File: config.mk
export PLATFORM = sky130hd
export DESIGN_NAME = annealing_acceptance_step
export DESIGN_NICKNAME = d
export VERILOG_FILES = /design/src/hw/rtl/aas_pkg.sv /design/src/hw/rtl/annealing_acceptance_step.sv
export SDC_FILE = /design/constraint.sdc
export NUM_CORES = 2
export LEC_CHECK = 0
export BUFFER_PORTS_ARGS = -buffer_cell sky130_fd_sc_hd__clkbuf_2
export CORE_MARGIN = 5
export CORE_UTILIZATION = 45
export DETAILED_ROUTE_END_ITERATION = 16
export SYNTH_ARGS = -nofsm -noshare
export SYNTH_HDL_FRONTEND = slang
export SYNTH_SLANG_ARGS = --single-unit
File: constraint.sdc
create_clock -name clock -period 16.55 [get_ports clock]
set_input_delay 1.655 -clock clock [delete_from_list [all_inputs] [get_ports clock]]
set_output_delay 1.655 -clock clock [all_outputs]
set_load 0.05 [all_outputs]
File: src/hw/rtl/aas_pkg.sv
package aas_pkg;

   // Field widths
   localparam int VALUE_WIDTH = 32;
   localparam int PROB_BITS   = 16;
   localparam int ITER_WIDTH  = 16;
   localparam int BETA_WIDTH  = 32;
   localparam int DRAW_WIDTH  = 16;
   localparam int PROB_WIDTH  = PROB_BITS + 1;

   // Register widths and indexes
   localparam int BSTART_WIDTH = 24;
   localparam int BMULT_WIDTH  = 27;
   localparam int MODE_WIDTH   = 2;
   localparam int CSR_WIDTH    = 27;
   localparam int CSR_ADDR_W   = 2;

   localparam logic [CSR_ADDR_W-1:0] CSR_BETA_START = 2'd0;
   localparam logic [CSR_ADDR_W-1:0] CSR_BETA_MULT  = 2'd1;
   localparam logic [CSR_ADDR_W-1:0] CSR_MODE       = 2'd2;
   localparam logic [CSR_ADDR_W-1:0] CSR_ITER_COUNT = 2'd3;

   localparam logic [MODE_WIDTH-1:0] MODE_GEOMETRIC   = 2'd0;
   localparam logic [MODE_WIDTH-1:0] MODE_EXPONENTIAL = 2'd1;

   // Reset values of the registers
   localparam logic [BSTART_WIDTH-1:0] BSTART_RESET = 24'd15099494;
   localparam logic [BMULT_WIDTH-1:0]  BMULT_RESET  = 27'd17616077;
   localparam logic [ITER_WIDTH-1:0]   ITER_RESET   = 16'd200;

   // Fixed-point constants, Q.24
   localparam logic [24:0] Q24_ONE    = 25'd16777216;
   localparam logic [23:0] Q24_HALF   = 24'd8388608;
   localparam logic [24:0] LOG2E_Q24  = 25'd24204406;
   localparam logic [23:0] LN2_Q24    = 24'd11629080;
   localparam logic [23:0] RSQRT2_Q24 = 24'd11863283;
   localparam logic [28:0] X_CUTOFF   = 29'd402653184;
   // ceil(2^32 / 3): floor(m / 3) = (m * RECIP3) >> 32 for m below 2^31
   localparam logic [31:0] RECIP3     = 32'd1431655766;

   // Rounding of the Q.24 result to PROB_BITS
   localparam int RND_SHIFT = 24 - PROB_BITS;
   localparam logic [25:0] RND_HALF = 26'((64'd1 << RND_SHIFT) >> 1);
   localparam logic [PROB_WIDTH-1:0] PROB_ONE = PROB_WIDTH'(64'd1 << PROB_BITS);

   typedef enum logic [3:0] {
      S_IDLE,
      S_LOAD,
      S_HI,
      S_LO,
      S_Y,
      S_U,
      S_T4,
      S_D3,
      S_T2,
      S_T1,
      S_HALF,
      S_RND,
      S_FIN,
      S_SCH1,
      S_SCH2
   } state_type;

endpackage

File: src/hw/rtl/annealing_acceptance_step.sv
// Channel  Dir  Handshake                 Payload
// req_     in   req_tvalid / req_tready   tdata: loss, x, y, z, draw; tuser: start_req
// rsp_     out  rsp_tvalid / rsp_tready   tdata: step, prob, accepted, beta, kept point;
//                                          tlast: last
// csr_     in   csr_we                    csr_addr, csr_wdata
//
// One word is taken in S_IDLE only; a step then runs through one shared 32x32
// multiplier. The exponential is evaluated in S_HI through S_RND; a probability
// settled early goes straight to S_FIN, and a start word or a word dropped outside
// a run returns from S_LOAD to S_IDLE. The result sits in an output register,
// so the next word is taken while it waits; a step stalls at its finish only while
// the previous result is still untaken. Reset is synchronous and needs no clearing.
module annealing_acceptance_step
   import aas_pkg::*;
(
   input  logic                  clock,
   input  logic                  reset,
   input  logic                  req_tvalid,
   output logic                  req_tready,
   // [31:0] cand_loss, [63:32] cand_x, [95:64] cand_y, [127:96] cand_z,
   // [143:128] uniform_draw
   input  logic [143:0]          req_tdata,
   // [0] start_req
   input  logic                  req_tuser,
   output logic                  rsp_tvalid,
   input  logic                  rsp_tready,
   // [15:0] step_index, [32:16] accept_prob, [33] accepted, [65:34] beta_used,
   // [97:66] kept_loss, [129:98] kept_x, [161:130] kept_y, [193:162] kept_z,
   // [199:194] zero
   output logic [199:0]          rsp_tdata,
   output logic                  rsp_tlast,
   input  logic                  csr_we,
   input  logic [CSR_ADDR_W-1:0] csr_addr,
   input  logic [CSR_WIDTH-1:0]  csr_wdata
);

   state_type state_ff, state_in;

   // Configuration
   logic [BSTART_WIDTH-1:0] bstart_ff;
   logic [BMULT_WIDTH-1:0]  bmult_ff;
   logic [MODE_WIDTH-1:0]   mode_ff;
   logic [ITER_WIDTH-1:0]   iter_cnt_ff;

   // Annealing state
   logic [BETA_WIDTH-1:0]  beta_ff, beta_in;
   logic [BETA_WIDTH-1:0]  factor_ff, factor_in;
   logic signed [VALUE_WIDTH-1:0] cur_loss_ff, cur_loss_in;
   logic signed [VALUE_WIDTH-1:0] cur_x_ff, cur_x_in, cur_y_ff, cur_y_in, cur_z_ff, cur_z_in;
   logic [ITER_WIDTH-1:0]  step_ff, step_in;
   logic                   active_ff, active_in;

   // Latched input word
   logic                          start_ff;
   logic signed [VALUE_WIDTH-1:0] cand_loss_ff, cand_x_ff, cand_y_ff, cand_z_ff;
   logic [DRAW_WIDTH-1:0]         draw_ff;

   // Working registers
   logic [63:0]           prod_ff;
   logic [31:0]           mul_a, mul_b;
   logic [28:0]           hi_ff, hi_in;
   logic [5:0]            n_ff, n_in;
   logic                  half_ff, half_in;
   logic [23:0]           u_ff, u_in;
   logic [24:0]           t_ff, t_in;
   logic [PROB_WIDTH-1:0] prob_ff, prob_in;

   // Output register
   logic                  rsp_valid_ff, rsp_valid_in;
   logic [199:0]          rsp_data_ff, rsp_data_in;
   logic                  rsp_last_ff, rsp_last_in;

   // Helper signals
   logic                   req_take;
   logic                   rsp_free;
   logic                   prob_is_one;
   logic [VALUE_WIDTH:0]   diff;
   logic [31:0]            mag;
   logic                   hi_cut;
   logic [48:0]            x_sum;
   logic [32:0]            x_val;
   logic                   x_cut;
   logic [29:0]            y_val;
   logic [23:0]            f_val;
   logic [24:0]            r_val;
   logic [25:0]            p_rnd;
   logic [25:0]            p_val;
   logic                   acc;
   logic [ITER_WIDTH-1:0]  step_next;
   logic                   last;
   logic [39:0]            sat_src;
   logic [BETA_WIDTH-1:0]  sat_val;

   assign req_take = req_tvalid && req_tready;
   assign rsp_free = !rsp_valid_ff || rsp_tready;

   // Probability is one for a non-positive loss change or a zero beta
   assign diff        = {cand_loss_ff[VALUE_WIDTH-1], cand_loss_ff}
                      - {cur_loss_ff[VALUE_WIDTH-1], cur_loss_ff};
   assign mag         = diff[31:0];
   assign prob_is_one = (cand_loss_ff <= cur_loss_ff) || (beta_ff == '0);

   assign hi_cut = prod_ff[48:0] >= 49'(X_CUTOFF);
   assign x_sum  = {4'd0, hi_ff, 16'd0} + {1'b0, prod_ff[47:0]};
   assign x_val  = x_sum[48:16];
   assign x_cut  = x_val >= 33'(X_CUTOFF);
   assign y_val  = prod_ff[53:24];
   assign f_val  = y_val[23] ? {1'b0, y_val[22:0]} : y_val[23:0];

   // Scale down by the integer part and round to the probability width
   assign r_val = (n_ff >= 6'd32) ? 25'd0 : (t_ff >> n_ff[4:0]);
   assign p_rnd = {1'b0, r_val} + RND_HALF;
   assign p_val = p_rnd >> RND_SHIFT;

   assign acc       = {1'b0, draw_ff, {PROB_BITS{1'b0}}} < {prob_ff, {DRAW_WIDTH{1'b0}}};
   assign step_next = step_ff + 1'b1;
   assign last      = step_next == iter_cnt_ff;

   // Floor to Q8.24 and saturate
   assign sat_src = prod_ff[63:24];
   assign sat_val = (sat_src[39:32] != '0) ? '1 : sat_src[31:0];

   // Next state
   always_comb begin
      state_in = state_ff;
      case (state_ff)
         S_IDLE: if (req_take) state_in = S_LOAD;
         S_LOAD: begin
            if (start_ff || !active_ff) state_in = S_IDLE;
            else if (prob_is_one)       state_in = S_FIN;
            else                        state_in = S_HI;
         end
         S_HI:   state_in = hi_cut ? S_FIN : S_LO;
         S_LO:   state_in = x_cut ? S_FIN : S_Y;
         S_Y:    state_in = S_U;
         S_U:    state_in = S_T4;
         S_T4:   state_in = S_D3;
         S_D3:   state_in = S_T2;
         S_T2:   state_in = S_T1;
         S_T1:   state_in = half_ff ? S_HALF : S_RND;
         S_HALF: state_in = S_RND;
         S_RND:  state_in = S_FIN;
         S_FIN: begin
            if (rsp_free) begin
               if (mode_ff inside {MODE_GEOMETRIC, MODE_EXPONENTIAL})
                  state_in = S_SCH1;
               else
                  state_in = S_IDLE;
            end
         end
         S_SCH1: state_in = (mode_ff == MODE_EXPONENTIAL) ? S_SCH2 : S_IDLE;
         S_SCH2: state_in = S_IDLE;
         default: state_in = S_IDLE;
      endcase
   end

   // Operands, datapath and state updates
   always_comb begin
      req_tready   = state_ff == S_IDLE;
      mul_a        = '0;
      mul_b        = '0;
      beta_in      = beta_ff;
      factor_in    = factor_ff;
      cur_loss_in  = cur_loss_ff;
      cur_x_in     = cur_x_ff;
      cur_y_in     = cur_y_ff;
      cur_z_in     = cur_z_ff;
      step_in      = step_ff;
      active_in    = active_ff;
      hi_in        = hi_ff;
      n_in         = n_ff;
      half_in      = half_ff;
      u_in         = u_ff;
      t_in         = t_ff;
      prob_in      = prob_ff;
      rsp_valid_in = rsp_valid_ff && !rsp_tready;
      rsp_data_in  = rsp_data_ff;
      rsp_last_in  = rsp_last_ff;
      case (state_ff)
         S_LOAD: begin
            mul_a = beta_ff;
            mul_b = {16'd0, mag[31:16]};
            if (start_ff) begin
               beta_in     = {8'd0, bstart_ff};
               factor_in   = 32'(Q24_ONE);
               cur_loss_in = cand_loss_ff;
               cur_x_in    = cand_x_ff;
               cur_y_in    = cand_y_ff;
               cur_z_in    = cand_z_ff;
               step_in     = '0;
               active_in   = 1'b1;
            end else if (prob_is_one) begin
               prob_in = PROB_ONE;
            end
         end
         S_HI: begin
            hi_in = prod_ff[28:0];
            mul_a = beta_ff;
            mul_b = {16'd0, mag[15:0]};
            if (hi_cut) prob_in = '0;
         end
         S_LO: begin
            mul_a = x_val[31:0];
            mul_b = 32'(LOG2E_Q24);
            if (x_cut) prob_in = '0;
         end
         S_Y: begin
            n_in    = y_val[29:24];
            half_in = y_val[23];
            mul_a   = {8'd0, f_val};
            mul_b   = {8'd0, LN2_Q24};
         end
         S_U: begin
            // u * (1 - u/4)
            u_in  = prod_ff[47:24];
            mul_a = {8'd0, prod_ff[47:24]};
            mul_b = 32'(Q24_ONE - 25'(prod_ff[47:26]));
         end
         S_T4: begin
            mul_a = {7'd0, prod_ff[48:24]};
            mul_b = RECIP3;
         end
         S_D3: begin
            mul_a = {8'd0, u_ff};
            mul_b = 32'(Q24_ONE - 25'(prod_ff[56:32]));
         end
         S_T2: begin
            mul_a = {8'd0, u_ff};
            mul_b = 32'(Q24_ONE - 25'(prod_ff[48:25]));
         end
         S_T1: begin
            t_in  = Q24_ONE - prod_ff[48:24];
            mul_a = 32'(Q24_ONE - prod_ff[48:24]);
            mul_b = {8'd0, RSQRT2_Q24};
         end
         S_HALF: t_in = prod_ff[48:24];
         S_RND: begin
            prob_in = (p_val > 26'(PROB_ONE)) ? PROB_ONE : p_val[PROB_WIDTH-1:0];
         end
         S_FIN: begin
            mul_a = beta_ff;
            mul_b = (mode_ff == MODE_EXPONENTIAL) ? factor_ff : {5'd0, bmult_ff};
            if (rsp_free) begin
               // Commit the decision and emit the result word
               rsp_valid_in = 1'b1;
               rsp_last_in  = last;
               rsp_data_in  = {6'd0,
                               acc ? cand_z_ff    : cur_z_ff,
                               acc ? cand_y_ff    : cur_y_ff,
                               acc ? cand_x_ff    : cur_x_ff,
                               acc ? cand_loss_ff : cur_loss_ff,
                               beta_ff, acc, prob_ff, step_ff};
               if (acc) begin
                  cur_loss_in = cand_loss_ff;
                  cur_x_in    = cand_x_ff;
                  cur_y_in    = cand_y_ff;
                  cur_z_in    = cand_z_ff;
               end
               step_in = step_next;
               if (last) active_in = 1'b0;
            end
         end
         S_SCH1: begin
            beta_in = sat_val;
            mul_a   = factor_ff;
            mul_b   = {5'd0, bmult_ff};
         end
         S_SCH2: factor_in = sat_val;
         default: ;
      endcase
   end

   // Shared multiplier
   always_ff @(posedge clock) begin
      prod_ff <= mul_a * mul_b;
   end

   // Control state
   always_ff @(posedge clock) begin
      if (reset) begin
         state_ff     <= S_IDLE;
         active_ff    <= 1'b0;
         rsp_valid_ff <= 1'b0;
         bstart_ff    <= BSTART_RESET;
         bmult_ff     <= BMULT_RESET;
         mode_ff      <= MODE_GEOMETRIC;
         iter_cnt_ff  <= ITER_RESET;
         beta_ff      <= {8'd0, BSTART_RESET};
         factor_ff    <= 32'(Q24_ONE);
         cur_loss_ff  <= '0;
         cur_x_ff     <= '0;
         cur_y_ff     <= '0;
         cur_z_ff     <= '0;
         step_ff      <= '0;
      end else begin
         state_ff     <= state_in;
         active_ff    <= active_in;
         rsp_valid_ff <= rsp_valid_in;
         beta_ff      <= beta_in;
         factor_ff    <= factor_in;
         cur_loss_ff  <= cur_loss_in;
         cur_x_ff     <= cur_x_in;
         cur_y_ff     <= cur_y_in;
         cur_z_ff     <= cur_z_in;
         step_ff      <= step_in;
         if (csr_we) begin
            case (csr_addr)
               CSR_BETA_START: bstart_ff   <= csr_wdata[BSTART_WIDTH-1:0];
               CSR_BETA_MULT:  bmult_ff    <= csr_wdata[BMULT_WIDTH-1:0];
               CSR_MODE:       mode_ff     <= csr_wdata[MODE_WIDTH-1:0];
               CSR_ITER_COUNT: iter_cnt_ff <= csr_wdata[ITER_WIDTH-1:0];
               default: ;
            endcase
         end
      end
   end

   // Payload registers
   always_ff @(posedge clock) begin
      if (req_take) begin
         start_ff     <= req_tuser;
         cand_loss_ff <= req_tdata[31:0];
         cand_x_ff    <= req_tdata[63:32];
         cand_y_ff    <= req_tdata[95:64];
         cand_z_ff    <= req_tdata[127:96];
         draw_ff      <= req_tdata[143:128];
      end
      hi_ff       <= hi_in;
      n_ff        <= n_in;
      half_ff     <= half_in;
      u_ff        <= u_in;
      t_ff        <= t_in;
      prob_ff     <= prob_in;
      rsp_data_ff <= rsp_data_in;
      rsp_last_ff <= rsp_last_in;
   end

   assign rsp_tvalid = rsp_valid_ff;
   assign rsp_tdata  = rsp_data_ff;
   assign rsp_tlast  = rsp_last_ff;

endmodule

==> results.md <==
* Outcome: completed
* Worst Hold End: hi_ff[0]$_DFFE_PP_
* Post-DRT Antenna Nets at 0
* Peak Freq at 0.08258 GHz
* WL final at ~230000 um
* Core box area at 154000 sq um
* Leak pwr at about 0.035 uW
* H-tree depth at 3
* Hold Violations, Final at 0
* Clock Skews at between 0.04 and 0.05 ns
* Final non-filler cell area at 76940 sq um
* CP max FO at 32
* Post-synth top area cell: fa_1
* Synthesized instance count at roughly 7300
* Seq cells post-synth at between 700 and 800
* # hold bufs at CTS at 0
* Postcts setup bufs at 0
* TNS Setup at 0 ns
* DR iter-0 viols at a little over 5000
* Hold Path Depth at 0
* # IOs at 382
* Slew headroom at 0.1021
* Post-synth EDFFs at roughly 440
* Netlist Area Pre-Place at around 70000 sq um
* Final Worst Setup Slack at about 4.4 ns
* Pins Over Slew Limit at 0
* DIE AREA at 162900 sq um
* First-pass GRT wire length at 352600 um
* Num Clock Sinks at between 700 and 800
* Nets at around 9000
* GRT overflow at 0
* CTS clk-pin slew, worst paths at 0.07 ns
* Fin crit period at between 10 and 15 ns
* Die Wd at ~400 um
* Initial antenna violation count at 13
* Sequential Area at about 20000 sq um
* Layout cell share with drive strength beyond 1 at 0.1203
* RSZ-0062 raised after global routing: false
* Post-synthesis sequential area ratio at 0.2870
* Crit Path Class: flop to flop
* Count of cell types in the netlist at 101
* Later-pin clock latency in the skew report at roughly 0.70 ns
* Hold Path Origin: prod_ff[0]$_DFF_P_
* Critical path's largest stage delay at between 0.8 and 0.9 ns
* Row Count at approximately 140
* Max-cap violations at 0
* Most used cell, CP: fa_1
* Overall global routing resource usage at 0.2844
* Avg Inst Size Synth at 9.502 sq um
* Post-CTS resize count at 0
* Kind of end point of the critical path: flop
* Crit path max-delay cell type: dfxtp_1
* Final setup vio count at 0
* Reg-to-reg slack, setup at about 4.4 ns
* Gpl congestion at about 1
* CTS tree: done
* Ys Warns at 0
* I/O Buffers at 375
* Vias in the first global route at 55980
* Dpl ws at between 4 and 5 ns
* Async SR Flop Fraction at 0
* Die Span Y at between 400 and 500 um
* Worst setup SP type: flop
* PD cells at 99.28 nW/um^2
* Reg2reg start: state_ff[3]$_SDFFE_PP0P_
* Clk root buf: clkbuf_16
* Hold crit path type: flop to flop
* Num CTS Buffers at 83
* Reg2Reg Depth at 36
* Most frequent cells after synthesis: nand2_1 (1091), inv_1 (1073), fa_1 (898)
* Fill count at between 10000 and 15000
* Largest net degree at the start of global routing at between 90 and 100
* Post-synth top area share at 0.2579
* VDD IR max at around 0.08 mV
* Area of placed instances at 74060 sq um
* Hold slack at roughly 0.38 ns
* Worst path required time at 17.12 ns
* HPWL after DPL at between 150000 and 200000 um
* Measured slew at the worst slew-check pin at about 1.3 ns
* Vias at approximately 55000
* Dominant cell by count in the synthesized netlist: nand2_1
* Area of the multi-input gates at ~44000 sq um
* Layout area overhead at 10.36%
* Vias per inst at 5.714
* Avg WL per Cell at between 20 and 25 um
* Most common flop cell mapped by yosys: edfxtp_1
* Reg2reg end: prod_ff[60]$_DFF_P_
* Tcrit/Tclk final at 0.7317
* Initial Util at 0.4526
* Ranking of synthesized cells by area: fa_1 (26%), edfxtp_1 (19%), dfxtp_1 (10%)
* Post-route DRC at 0
* Arrival time at the worst endpoint at 12.68 ns
* CTS Buffer Depth at 3
* DR pass1 iterations at 8
metal layers:
metal  track usage  up-vias  wire [um]
met5             0        -         90
met3       0.05239      584      21260
li1              -    24230          -
met2        0.4571     2655     107600
met1        0.3721    27620      92090
met4        0.1388       12      13470
report_power, final:
group / leakage [uW] / total, uW / switching [uW] / internal (uW)
logic: 0.0262 / 3350 / 2270 / 1080
registers: 0.00690 / 2360 / 110 / 2250
clock network: 0.00140 / 1930 / 839 / 1090
cells in the final DEF (no fill, tap or decap), drive strengths merged, types with 20 or more instances in the layout:
| cell | netlist | final |
|---|---|---|
| buf | 65 | 160 |
| o2111ai | 39 | 39 |
| and3 | 47 | 47 |
| clkinv | 4 | 34 |
| a221oi | 44 | 44 |
| mux2i | 125 | 125 |
| a211oi | 26 | 26 |
| nor3 | 67 | 67 |
| o31ai | 55 | 55 |
| nand2b | 50 | 50 |
| a21oi | 272 | 272 |
| a211o | 24 | 24 |
| fa | 898 | 898 |
| nand3 | 148 | 148 |
| a222oi | 20 | 20 |
| xor2 | 79 | 79 |
| edfxtp | 435 | 435 |
| o21a | 30 | 30 |
| clkbuf | 368 | 491 |
| dfxtp | 347 | 347 |
| o21ai | 184 | 184 |
| nor2b | 33 | 33 |
| ha | 345 | 345 |
| mux2 | 103 | 103 |
| nor4 | 27 | 27 |
| nand4 | 26 | 26 |
| a22oi | 23 | 23 |
| or3 | 24 | 24 |
| inv | 1074 | 1076 |
| and2 | 39 | 39 |
| or2 | 38 | 38 |
| xnor2 | 153 | 153 |
| nand2 | 1091 | 1091 |
| nor2 | 691 | 691 |
| a21o | 82 | 82 |
| a221o | 34 | 34 |
worst max-delay path, delay by kind of cell (launching register included):
family | cells | cell delay (ns)
adders and majority gates | 10 | 4.69
buffers and inverters | 6 | 1.14
and+or+nand+nor | 8 | 2.32
DFF | 1 | 0.83
xor gates and xnor gates | 1 | 0.08
AOI/OAI and AO/OA | 11 | 2.84
kinds of logic (layout without fill, tap and decap cells):
| kind of cell | after synthesis | count (layout) | share of synthesized area |
|---|---|---|---|
| AOI/OAI and AO/OA | 997 | 997 | 0.09839 |
| xor gates and xnor gates | 232 | 232 | 0.02915 |
| adders and majority gates | 1243 | 1243 | 0.3198 |
| buffers and inverters | 1511 | 1767 | 0.08299 |
| DFF | 782 | 782 | 0.2870 |
| muxes | 242 | 242 | 0.03945 |
| other | 1 | 8 | 0.00005379 |
| and+or+nand+nor | 2329 | 2329 | 0.1432 |
through the flow:
step / power (uW) / std cells / utilization
global placement: 5632 / 9486 / 0.4807
detailed placement: 5679 / 9487 / 0.4808
floorplan: 4485 / 7342 / -
global route: 8037 / 9642 / 0.4994
CTS: 7626 / 9642 / 0.4994
finish: 7639 / 9644 / 0.4995
worst max path at each step:
stage | from | to | slack, ns | cells after the start
after floorplan | state_ff[0]$_SDFFE_PP0P_ | prod_ff[60]$_DFF_P_ | 5.63 | 40
after global placement | state_ff[0]$_SDFFE_PP0P_ | prod_ff[60]$_DFF_P_ | 3.91 | 33
after detailed placement | state_ff[3]$_SDFFE_PP0P_ | prod_ff[60]$_DFF_P_ | 4.69 | 36
after CTS | state_ff[3]$_SDFFE_PP0P_ | prod_ff[60]$_DFF_P_ | 4.65 | 36
after global routing | state_ff[3]$_SDFFE_PP0P_ | prod_ff[61]$_DFF_P_ | 3.86 | 37
final | state_ff[3]$_SDFFE_PP0P_ | prod_ff[60]$_DFF_P_ | 4.44 | 36
state kept, by name, indices dropped and copies added (netlist names), 27 cells and up:
name	cells
cand_z_ff	32
cand_loss_ff	32
prod_ff	64
cur_loss_ff	32
rsp_tdata	194
cur_z_ff	32
hi_ff	29
cand_x_ff	32
cur_y_ff	32
bmult_ff	27
beta_ff	32
cand_y_ff	32
factor_ff	32
cur_x_ff	32
layout make-up:
| type | instances | area share |
|---|---|---|
| timing repair buffer | 534 | 0.03991 |
| clock buffer | 117 | 0.03212 |
| clock inverter | 38 | 0.005204 |
| sequential | 782 | 0.2601 |
| inverter | 1078 | 0.05279 |
| multi-input combinational | 5049 | 0.5766 |
| tap | 2044 | 0.03324 |
| antenna | 2 | 0.00006505 |
Note: power is estimated with default switching activity, not from simulation.
